$ cat config.mk
export PLATFORM = sky130hd
export DESIGN_NAME = tlfq_ram
export DESIGN_NICKNAME = d
export VERILOG_FILES = /design/src/rtl/core/tlfq_ram.sv
export SDC_FILE = /design/constraint.sdc
export NUM_CORES = 1
export LEC_CHECK = 0
export BUFFER_PORTS_ARGS = -buffer_cell sky130_fd_sc_hd__buf_2
export CELL_PAD_IN_SITES_DETAIL_PLACEMENT = 2
export CELL_PAD_IN_SITES_GLOBAL_PLACEMENT = 2
export CORE_AREA = 8 8 56 58
export DETAILED_ROUTE_END_ITERATION = 12
export DIE_AREA = 0 0 64 66
export PLACE_DENSITY = 0.86
export SLEW_MARGIN = 20
export SYNTH_ARGS = -nofsm -noshare
export SYNTH_HDL_FRONTEND = slang
export SYNTH_SLANG_ARGS = --single-unit
$ cat constraint.sdc
create_clock -name clk -period 1.6 [get_ports clk]
set_input_delay 0.32 -clock clk [delete_from_list [all_inputs] [get_ports clk]]
set_output_delay 0.32 -clock clk [all_outputs]
set_load 0.02 [all_outputs]
$ cat src/rtl/core/tlfq_ram.sv
// Generic single-write, single-read RAM with registered read data.
module tlfq_ram #(
    parameter int WIDTH = 8,
    parameter int DEPTH = 2
) (
    input  logic                     clk,
    input  logic                     we,
    input  logic [$clog2(DEPTH)-1:0] waddr,
    input  logic [WIDTH-1:0]         wdata,
    input  logic                     re,
    input  logic [$clog2(DEPTH)-1:0] raddr,
    output logic [WIDTH-1:0]         rdata
);

    logic [WIDTH-1:0] mem [DEPTH];

    always_ff @(posedge clk)
    begin
        if (we)
        begin
            mem[waddr] <= wdata;
        end
        if (re)
        begin
            rdata <= mem[raddr];
        end
    end

endmodule

### Word level (Yosys, flattened, before mapping)

Memories as Yosys holds them, arrays and structs flattened. A register that Yosys moved wholly into a read port is not among the register bits.
Cells that the tools add are included.

* output and inout port bits: 8
* memories: 1
* input port bits: 13
* word-level logic and storage cells: 3
* memory bits (writable): 16
* bits in registers: 0

* multiplexer cells: 2

Memory list
* mem: depth 2, width 8, rd ports 1, clocked after memory_dff 1, write ports 1, RTL line 15 `logic [WIDTH-1:0] mem [DEPTH];`

Operators by type and width (count)
* two-way mux 1 bit: 2

### Longest topological paths before layout

Gate-level depths: netlist (run 1).

* word-level depth: 2
* gate-level depth with buffers: 2
* mapped depth without buffers: 1

### Worst setup path after synthesis (run 1)

OpenSTA, ideal clock, no wires.

* path kind: input-to-reg
* start point: input we
* end point: memory mem[0][0], enable pin
* setup slack: 0.487 ns
* library setup time: 0.373 ns
* cell stages on the path: 1
* buffers on the path: 0
* data required time: 1.227 ns
* arrival: 0.740 ns
* path through: nor2b_1

* longest elaborated chain between the ends: 2

Ends and longest elaborated chain
* from (decl): RTL line 7 `input logic we,`
* two-way mux 1 bit: RTL line 19 `if (we)`
* two-way mux 1 bit (not written as such): RTL line 21 `mem[waddr] <= wdata;`
* to (decl): RTL line 15

No other way between the ends.

### Final worst setup path (run 1)

* start point: register rdata[1] (read register of mem)
* end point: output rdata[1]

RTL lines
* from (decl): RTL line 12 `output logic [WIDTH-1:0] rdata`

No word-level cell between the ends.

==> results by group, run 1 <==
Power and ir drop
  – Sw frac: 0.206
  – Pwr Density: 1090 nW/µm²
  – Switching Power: ~0.23 mW
  – Pleak: 0.398 nW
  – Gate power share: 0.091
  – Register share of total power: 0.678
  – Pint: 0.883 mW
  – Clock power share: 0.231
  – VDD IR max: 395 µV

Timing
  – Clk_skew: around 0.005 ns
  – Final worst path period need: 1.19 ns
  – Final Hold Fails: 0
  – Setup TNS: 0 ns
  – Final WS setup: approximately 0.41 ns
  – Final setup viols: 0
  – Fmax: 0.841 GHz
  – Measured slew at the worst slew-check pin: roughly 0.35 ns
  – Rel. slew slack: 0.765
  – Period utilisation layout: 0.743
  – Pins Over Slew Limit: 0
  – RSZ-0062 raised after global routing: no

Synthesis
  – Number of synthesized flops with an enable pin: 24
  – Mapped Avg Cell Area: between 20 and 25 µm²
  – Syn Nets: 48
  – Yosys cell types: 5
  – Warnings, synthesis: 0
  – Area contributors post-synth: edfxtp_1 (83%), mux2_4 (14%), buf_6 (1.3%)
  – Post-Synth Simple-Gate Area: 0.0145
  – Register area share after synthesis: 0.834
  – Post-synth top cells: edfxtp_1 (24), mux2_4 (8), and2_1 (1), buf_6 (1), nor2b_1 (1)
  – Post-Synth XOR/XNOR Area: 0
  – Compound-Gate Fraction of Synth Area: 0
  – Most frequent cell after synthesis: edfxtp_1
  – Post-Synth Adder-Cell Area: 0
  – Post-synthesis mux area share: 0.139
  – Mapped Area: 865 µm²
  – Yosys top cell by area: edfxtp_1
  – Ys flop type: edfxtp_1
  – Top-area cell type share of the netlist area: 0.834
  – FF+latch count, synth: 24
  – Ys async rst share: 0
  – Largest family of logic cells by synthesized area: multiplexers
  – Mapped Cells: 35

Routing
  – Via count: ~390
  – WL per Instance: 15.4 µm
  – ANT nets after route: 0
  – DR iter-0 viols: 1
  – Remaining DRCs: 0
  – Drt first pass iters: 2
  – WL final: 1.37 mm
  – Routed vias/inst: between 4 and 5

Floorplan
  – Die X: approximately 64 µm
  – Starting Density: 0.373
  – Die Y: 66 µm
  – Die area: 4220 µm²
  – # IOs: 21
  – Row cnt: 18
  – Core ar.: between 2000 and 2500 µm²

CTS
  – Clk slew on worst S/H paths: 0.12 ns
  – Postcts setup bufs: 0
  – Post_cts resized: 0
  – Htree depth: 1
  – Clock tree root driver cell: clkbuf_4
  – Hold buffer count at cts: 0
  – CTS tree: yes
  – CTS buffer count: 3
  – Later-pin clock latency in the skew report: 0.31 ns
  – Sink Count: 24
  – Clk buf depth: 2

Cells and area
  – Area grow syn2layout: 18.5%
  – Ant diodes: 0
  – Share of cells above drive strength 1: 0.542
  – Fin util: 0.442
  – Nets: 73

Global route
  – Gr usage total: 0.0756
  – Gr ovfl total: 0
  – First-pass GRT wire length: approximately 2.2 mm
  – Antenna violations before repair: 0
  – Largest net degree at the start of global routing: 14
  – Vias in the first global route: between 400 and 500

Status
  – Status: complete, no violations

Placed design
  – Setup Slack @ Placement: 0.429 ns
  – GP Congestion: 0.661
  – IO buf count: 20

Setup path
  – WP data required: approximately 1.3 ns
  – Cell family with most CP delay: flip-flops
  – CP Cell Sequence: buf_2
  – Arrival time of the worst setup path: 0.87 ns
  – WP buf/inv: 1
  – Slowest CP cell: edfxtp_1
  – CP Capture Type: output port
  – Startpoint Class: flop
  – Critical path peak fanout: 1
  – Critical path class: reg -> out
  – Largest stage delay, worst path: roughly 0.39 ns

Job
  – # Max-Cap Violations: 0

Hold path
  – HP Class: in -> reg
-- power by group through the flow --
stage	Sequential, mW	Clock, mW	Combinational (mW)
finish	0.754	0.257	0.101
global placement	0.765	0	0.0990
floorplan	0.785	0	0.0430
global route	0.759	0.301	0.109
CTS	0.756	0.280	0.104
detailed placement	0.771	0	0.104
-- path summary, 6_finish.rpt --
check	startpoint	to	slack [ns]	depth (start not counted)
worst max-delay path	rdata[1]	rdata[1]	0.41	1
worst min-delay path	wdata[1]	mem[1][1]	0.19	1
worst max register to register	mem[0][3]	rdata[3]	0.66	1
worst min register to register	mem[0][6]	rdata[6]	0.56	1
-- logic make-up (layout without fill, tap and decap cells) --
| kind of cell | Yosys count | in the layout |
|---|---|---|
| DFF | 24 | 24 |
| muxes | 8 | 8 |
| and+or+nand+nor | 2 | 2 |
| buffers and inverters | 1 | 25 |
-- registers in the layout (all words and copies together), names as in the netlist --
register and flops:
rdata 8, mem 16
-- cell type report --
type	instances	area [µm²]
Clock buffer	3	22.5
Tap cell	30	37.5
Fill cell	217	1290
Sequential cell	24	721
Multi-Input combinational cell	10	133
Clock inverter	1	3.75
Timing Repair Buffer	21	108
-- metrics by stage --
| stage | cell area [µm²] | power (mW) | hold slack, ns | instances |
|---|---|---|---|---|
| 4_1_cts | 1020 | 1.14 | 0.165 | 89 |
| 3_3_place_gp | 998 | 0.864 | 0.509 | 85 |
| 3_5_place_dp | 998 | 0.875 | 0.512 | 85 |
| 6_report | 1020 | 1.11 | 0.187 | 89 |
| 2_1_floorplan | 865 | 0.828 | 0.419 | 35 |
| 5_1_grt | 1020 | 1.17 | 0.156 | 89 |
-- routing by layer --
metal	share of wire	track usage	vias up
met5	0	0	-
met4	0.046	0.0836	0
met3	0.068	0.0237	5
met2	0.49	0.118	19
met1	0.40	0.0755	178
li1	-	-	184
-- cells in the final DEF (no fill, tap or decap) --
cell	n
mux2_4	8
clkbuf_4	3
buf_2	20
and2_1	1
buf_4	1
nor2b_1	1
edfxtp_1	24
clkinv_1	1
Note: power is estimated with default switching activity, not from simulation.
==> run 2, diff against run 1 <==
--- a/config.mk
+++ b/config.mk
@@ -8,10 +8,10 @@
 export BUFFER_PORTS_ARGS = -buffer_cell sky130_fd_sc_hd__buf_2
 export CELL_PAD_IN_SITES_DETAIL_PLACEMENT = 2
 export CELL_PAD_IN_SITES_GLOBAL_PLACEMENT = 2
-export CORE_AREA = 8 8 56 58
+export CORE_AREA = 8 8 60 62
 export DETAILED_ROUTE_END_ITERATION = 12
-export DIE_AREA = 0 0 64 66
-export PLACE_DENSITY = 0.86
+export DIE_AREA = 0 0 68 70
+export PLACE_DENSITY = 0.79
 export SLEW_MARGIN = 20
 export SYNTH_ARGS = -nofsm -noshare
 export SYNTH_HDL_FRONTEND = slang
==> constraint.sdc (replaced) <==
create_clock -name clk -period 1.09 [get_ports clk]
set_input_delay 0.218 -clock clk [delete_from_list [all_inputs] [get_ports clk]]
set_output_delay 0.218 -clock clk [all_outputs]
set_load 0.02 [all_outputs]
==> run 2 against run 1 <==
  * First-iteration DRC count grew to 21 times the previous value
  * Critical path type unchanged
  * Sequential share of layout area is 2.3 points lower
  * Final area is 3.4% higher
  * Total power is 48% higher
  * Global-route usage is 1.6 points lower
  * Die area is 13% higher
  * Worst hold slack worse by 0.096 ns
  * Highest routed layer unchanged
  * Register-to-register slack worse by 0.45 ns
  * Sequential cell count stayed put
  * Non-clock buffer count stayed put
  * Via count is 2.8% lower
==> results by group, run 2 (synthesis results as in run 1) <==
Status
  – Status: complete, no violations

Global route
  – Largest net degree at the start of global routing: 13 (-1)
  – GRT met3 Usage: 0.0287 (+0.00498)
  – Vias in the first global route: 442 (-0.45%)
  – Grt met2 use: 0.0856 (-0.0323)
  – First-pass GRT wire length: 2.12 mm (-5.5%)
  – Antenna violations before repair: 0 (unchanged)
  – Gr ovfl total: 0 (unchanged)
  – Gr usage total: 0.0594 (-0.0161)
  – Routing usage on met1: 0.0661 (-0.00942)
  – Busiest grt layer: met2

Cells and area
  – Max reg flops: 16 (unchanged)
  – Sequential Area: 721 µm² (unchanged)
  – Share of cells above drive strength 1: 0.552 (+0.00935)
  – Largest Register: mem
  – Area of the multi-input gates: 133 µm² (unchanged)
  – Most common cell after layout, fill and taps aside: edfxtp_1
  – Nets: 73 (unchanged)
  – Ant diodes: 0 (unchanged)
  – Commonest cells after routing, fill and taps aside: edfxtp_1 (24), buf_2 (14), mux2_4 (8)
  – Top Registers: mem: 16 flops, rdata: 8 flops
  – Area grow syn2layout: 22.6%
  – Fillers: 270 (+24%)

Timing
  – Final setup viols: 0 (unchanged)
  – Final worst path period need: 1.08 ns
  – Fmax: 0.924 GHz
  – RSZ-0062 raised after global routing: yes
  – Setup TNS: 0 ns (unchanged)
  – Period utilisation layout: 0.992
  – Clk_skew: 0.0100 ns (+0.00499 ns)
  – Measured slew at the worst slew-check pin: 0.376 ns (+0.0245 ns)
  – Final Hold Fails: 0 (unchanged)
  – Final WS setup: 0.00821 ns (-0.402 ns)
  – Pins Over Slew Limit: 0 (unchanged)
  – Rel. slew slack: 0.749 (-0.0163)

Placed design
  – GP Congestion: 0.579 (-12%)
  – IO buf count: 20 (unchanged)
  – HPWL after detailed placement: roughly 990 µm
  – Setup Slack @ Placement: 0.0452 ns (-0.383 ns)

Routing
  – WL per Instance: 14.2 µm (-8.1%)
  – ANT nets after route: 0 (unchanged)
  – WL final: 1.26 mm (-8.1%)
  – Via count: 375 (-2.8%)
  – DR iter-0 viols: 21 (+20)
  – Drt first pass iters: 2 (unchanged)
  – Routed vias/inst: 4.21 (-2.8%)
  – Remaining DRCs: 0 (unchanged)

Job
  – # Max-Cap Violations: 0 (unchanged)

CTS
  – Clk slew on worst S/H paths: 0.12 ns (about the same)
  – Clk buf depth: 2 (unchanged)
  – Clock tree root driver cell: clkbuf_4
  – CTS buffer count: 3 (unchanged)
  – Sink Count: 24 (unchanged)
  – Postcts setup bufs: 0 (unchanged)
  – CTS tree: yes
  – Later-pin clock latency in the skew report: 0.31 ns (about the same)
  – Htree depth: 1 (unchanged)

Setup path
  – WP buf/inv: 1 (unchanged)
  – Worst Setup SP: rdata[6]
  – Cell family with most CP delay: flip-flops
  – Largest stage delay, worst path: 0.39 ns (about the same)
  – Critical path class: reg -> out
  – FF-to-FF path depth: 1 (unchanged)
  – CP Capture Type: output port
  – WP data required: 0.87 ns (-0.41 ns)
  – Slowest CP cell: edfxtp_1
  – Reg-to-Reg End: rdata[6]
  – Arrival time of the worst setup path: 0.86 ns (about the same)
  – Critical path peak fanout: 1 (unchanged)
  – RR Startpoint: mem[1][6]
  – R2r setup slk: 0.21 ns (-0.45 ns)
  – CP Cell Sequence: buf_2
  – Startpoint Class: flop

Floorplan
  – Die X: 68 µm (+6.3%)
  – Die area: 4760 µm² (+13%)
  – Starting Density: 0.325 (-0.0480)
  – Core ar.: 2660 µm² (+15%)
  – Die Y: 70 µm (+6.1%)
  – Row cnt: 19 (+1)
  – # IOs: 21 (unchanged)

Power and ir drop
  – Pleak: 0.409 nW (+2.8%)
  – Pwr Density: 1550 nW/µm² (+43%)
  – Pint: 1.31 mW (+48%)
  – Clock power share: 0.227 (-0.004)
  – Gate power share: 0.100 (+0.009)
  – VDD IR max: 797 µV (+100%)
  – Register share of total power: 0.673 (-0.005)
  – Switching Power: 0.338 mW (+47%)
  – Sw frac: 0.205 (-0.00121)

Hold path
  – Endpoint, Worst Hold: mem[0][0]
  – Min-delay src: wdata[0]
  – HP Class: in -> reg
  – Worst hold path depth: 1 (unchanged)
[run 2: worst max path at each step]
stage,to,slack (ns),cells after the start
after floorplan,mem[0][0],0.08,1
after global placement,rdata[5],0.05,2
after detailed placement,rdata[5],0.05,2
after CTS,rdata[4],-0.009,1
after global routing,rdata[6],-0.05,1
final,rdata[6],0.008,1
[run 2: routing by layer]
layer  vias to the layer above  wire (µm)
li1                        185          -
met1                       171        526
met2                        15        595
met3                         4        120
met4                         0         20
met5                         -          0
[run 2: final cells by class]
| cell class | count | share of cell area |
|---|---|---|
| Multi-Input combinational cell | 10 | 0.125 |
| Tap cell | 31 | 0.0366 |
| Timing Repair Buffer | 21 | 0.137 |
| Clock buffer | 3 | 0.0213 |
| Sequential cell | 24 | 0.680 |
[run 2: timing repair]
item | in CTS | in global routing
hold buffers | 0 | 0
setup endpoints to repair | 5 | 8
hold endpoints to repair | 0 | 0
cloned | 0 | 0
gates resized for setup | 4 | 8
[run 2: per-stage QoR]
| stage | power (mW) | instances | instance area [µm²] | hold slack (ns) | util |
|---|---|---|---|---|---|
| finish | 1.65 | 89 | 1060 | 0.0909 | 0.398 |
| global route | 1.71 | 89 | 1060 | 0.0777 | 0.398 |
| CTS | 1.65 | 89 | 1030 | 0.0806 | 0.389 |
| detailed placement | 1.28 | 86 | 1000 | 0.410 | 0.375 |
| global placement | 1.27 | 86 | 1000 | 0.406 | 0.375 |
| floorplan | 1.22 | 35 | 865 | 0.317 | - |
[run 2: power by group through the flow]
stage          logic, mW  clock network [mW]  registers (mW)
2_1_floorplan     0.0631                   0            1.15
3_3_place_gp       0.146                   0            1.12
3_5_place_dp       0.150                   0            1.13
4_1_cts            0.156               0.388            1.11
5_1_grt            0.175               0.416            1.12
6_report           0.165               0.374            1.11
==> run 3, diff against run 2 <==
--- a/config.mk
+++ b/config.mk
@@ -8,10 +8,11 @@
 export BUFFER_PORTS_ARGS = -buffer_cell sky130_fd_sc_hd__buf_2
 export CELL_PAD_IN_SITES_DETAIL_PLACEMENT = 2
 export CELL_PAD_IN_SITES_GLOBAL_PLACEMENT = 2
-export CORE_AREA = 8 8 60 62
+export CORE_AREA = 8 8 59 61
+export CTS_BUF_LIST = sky130_fd_sc_hd__clkbuf_8
 export DETAILED_ROUTE_END_ITERATION = 12
-export DIE_AREA = 0 0 68 70
-export PLACE_DENSITY = 0.79
+export DIE_AREA = 0 0 67 69
+export PLACE_DENSITY = 0.82
 export SLEW_MARGIN = 20
 export SYNTH_ARGS = -nofsm -noshare
 export SYNTH_HDL_FRONTEND = slang
==> run 3 against run 2 <==
  * Total power rose by 7.2%
  * Global-route usage rose by 0.42 points
  * Setup slack improved by 0.055 ns
  * Clock power rose by 37%
  * Clock-buffer cell count did not move
==> results by group, run 3 (synthesis results as in run 1) <==
Global route
  – Largest net degree at the start of global routing: 14 (+1)
  – GRT met3 Usage: 0.0291 (+0.000371)
  – Routing usage on met1: 0.0712 (+0.00506)
  – First-pass GRT wire length: 2.24 mm (+5.5%)
  – Gr usage total: 0.0637 (+0.00425)
  – Gr ovfl total: 0 (unchanged)
  – Antenna violations before repair: 0 (unchanged)
  – Grt met2 use: 0.0968 (+0.0112)
  – Vias in the first global route: 464 (+5.0%)
  – Busiest grt layer: met2

Setup path
  – Startpoint Class: flop
  – Slowest CP cell: edfxtp_1
  – CP Cell Sequence: buf_2
  – Critical path peak fanout: 1 (unchanged)
  – Worst Setup SP: rdata[3]
  – CP Capture Type: output port
  – Critical path class: reg -> out
  – Arrival time of the worst setup path: 0.81 ns (-0.05 ns)
  – WP buf/inv: 1 (unchanged)
  – WP data required: 0.87 ns (about the same)
  – RR Startpoint: mem[1][0]
  – Cell family with most CP delay: flip-flops
  – Largest stage delay, worst path: 0.38 ns (about the same)

Timing
  – Fmax: 0.974 GHz (+5.4%)
  – Period utilisation layout: 0.942 (-0.0505)
  – Rel. slew slack: 0.762 (+0.0125)
  – Setup TNS: 0 ns (unchanged)
  – Pins Over Slew Limit: 0 (unchanged)
  – Measured slew at the worst slew-check pin: 0.358 ns (-0.0187 ns)
  – Final worst path period need: 1.03 ns (-0.0550 ns)
  – Hold WS: 0.145 ns (+0.0538 ns)
  – Final Hold Fails: 0 (unchanged)
  – Final WS setup: 0.0632 ns (+0.0550 ns)
  – Clk_skew: 0.00184 ns (-0.00819 ns)
  – RSZ-0062 raised after global routing: no
  – Final setup viols: 0 (unchanged)

CTS
  – Later-pin clock latency in the skew report: 0.26 ns (-0.05 ns)
  – CTS tree: yes
  – Hold buffer count at cts: 0 (unchanged)
  – Post_cts resized: 0 (-4)
  – Clock tree root driver cell: clkbuf_8
  – Sink Count: 24 (unchanged)
  – Clk slew on worst S/H paths: 0.08 ns (-0.04 ns)
  – Clk buf depth: 2 (unchanged)
  – Htree depth: 1 (unchanged)
  – CTS buffer count: 3 (unchanged)
  – Postcts setup bufs: 0 (unchanged)

Power and ir drop
  – Gate power share: 0.084 (-0.016)
  – Switching Power: 0.353 mW (+4.4%)
  – Clock power share: 0.289 (+0.062)
  – Pint: 1.41 mW (+8.0%)
  – Power Total: 1.77 mW (+7.2%)
  – Pleak: 0.406 nW (-0.82%)
  – Sw frac: 0.200 (-0.00538)
  – VDD IR max: 1080 µV (+35%)
  – Register share of total power: 0.626 (-0.047)
  – Pwr Density: 1690 nW/µm² (+8.8%)

Cells and area
  – Ant diodes: 0 (unchanged)
  – Final instance area: 1040 µm² (-1.4%)
  – Most common cell after layout, fill and taps aside: edfxtp_1
  – Fillers: 266 (-1.5%)
  – Largest Register: mem
  – Commonest cells after routing, fill and taps aside: edfxtp_1 (24), buf_2 (20), mux2_4 (8)
  – Max reg flops: 16 (unchanged)
  – Top Registers: mem: 16 flops, rdata: 8 flops
  – Nets: 73 (unchanged)
  – Area grow syn2layout: 20.8%
  – Fin util: 0.400 (+0.00150)
  – Post-Layout Cell Count: 90 (+1.1%)
  – Share of cells above drive strength 1: 0.542 (-0.00935)

Floorplan
  – Die Y: 69 µm (-1.4%)
  – # IOs: 21 (unchanged)
  – Starting Density: 0.331 (+0.00590)
  – Core ar.: 2620 µm² (-1.8%)
  – Die area: 4620 µm² (-2.9%)
  – Die X: 67 µm (-1.5%)
  – Row cnt: 19 (unchanged)

Placed design
  – IO buf count: 20 (unchanged)
  – Setup Slack @ Placement: 0.0424 ns (-0.00280 ns)
  – Placed cells: 86 (unchanged)
  – DP Area: 1000 µm² (unchanged)
  – GP Congestion: 0.608 (+5.0%)

Routing
  – Routed vias/inst: 4.32 (+2.6%)
  – Remaining DRCs: 0 (unchanged)
  – WL per Instance: 15.3 µm (+8.0%)
  – Drt first pass iters: 3 (+1)
  – DR iter-0 viols: 3 (-86%)
  – Via count: 389 (+3.7%)
  – WL final: 1.38 mm (+9.2%)
  – ANT nets after route: 0 (unchanged)

Job
  – # Max-Cap Violations: 0 (unchanged)

Hold path
  – HP Class: in -> reg
  – Min-delay src: wdata[7]

Status
  – Status: complete, no violations
## run 3: worst paths after layout
path	slack [ns]	cells after the start	endpoint
max	0.06	1	rdata[3]
min	0.14	1	mem[0][7]
max reg2reg	0.17	1	rdata[0]
min reg2reg	0.55	1	rdata[4]
## run 3: power groups by stage
| stage | combinational, mW | sequential (mW) | clock [mW] |
|---|---|---|---|
| 2_1_floorplan | 0.0631 | 1.15 | 0 |
| 3_3_place_gp | 0.146 | 1.12 | 0 |
| 3_5_place_dp | 0.153 | 1.13 | 0 |
| 4_1_cts | 0.153 | 1.11 | 0.540 |
| 5_1_grt | 0.160 | 1.11 | 0.567 |
| 6_report | 0.149 | 1.11 | 0.511 |
## run 3: cell type report
cell class,count,area [µm²],share of cell area
flip-flops and latches,24,721,0.690
clock buffers,3,41.3,0.0395
repair buffers,21,108,0.103
clock inverters,1,3.75,0.00359
well taps,31,38.8,0.0371
multi-input cells,10,133,0.127
## run 3: metal layers
| metal | wire [µm] | vias up |
|---|---|---|
| met5 | 0 | - |
| met4 | 34 | 0 |
| met3 | 96 | 5 |
| met2 | 708 | 15 |
| met1 | 538 | 184 |
| li1 | - | 185 |
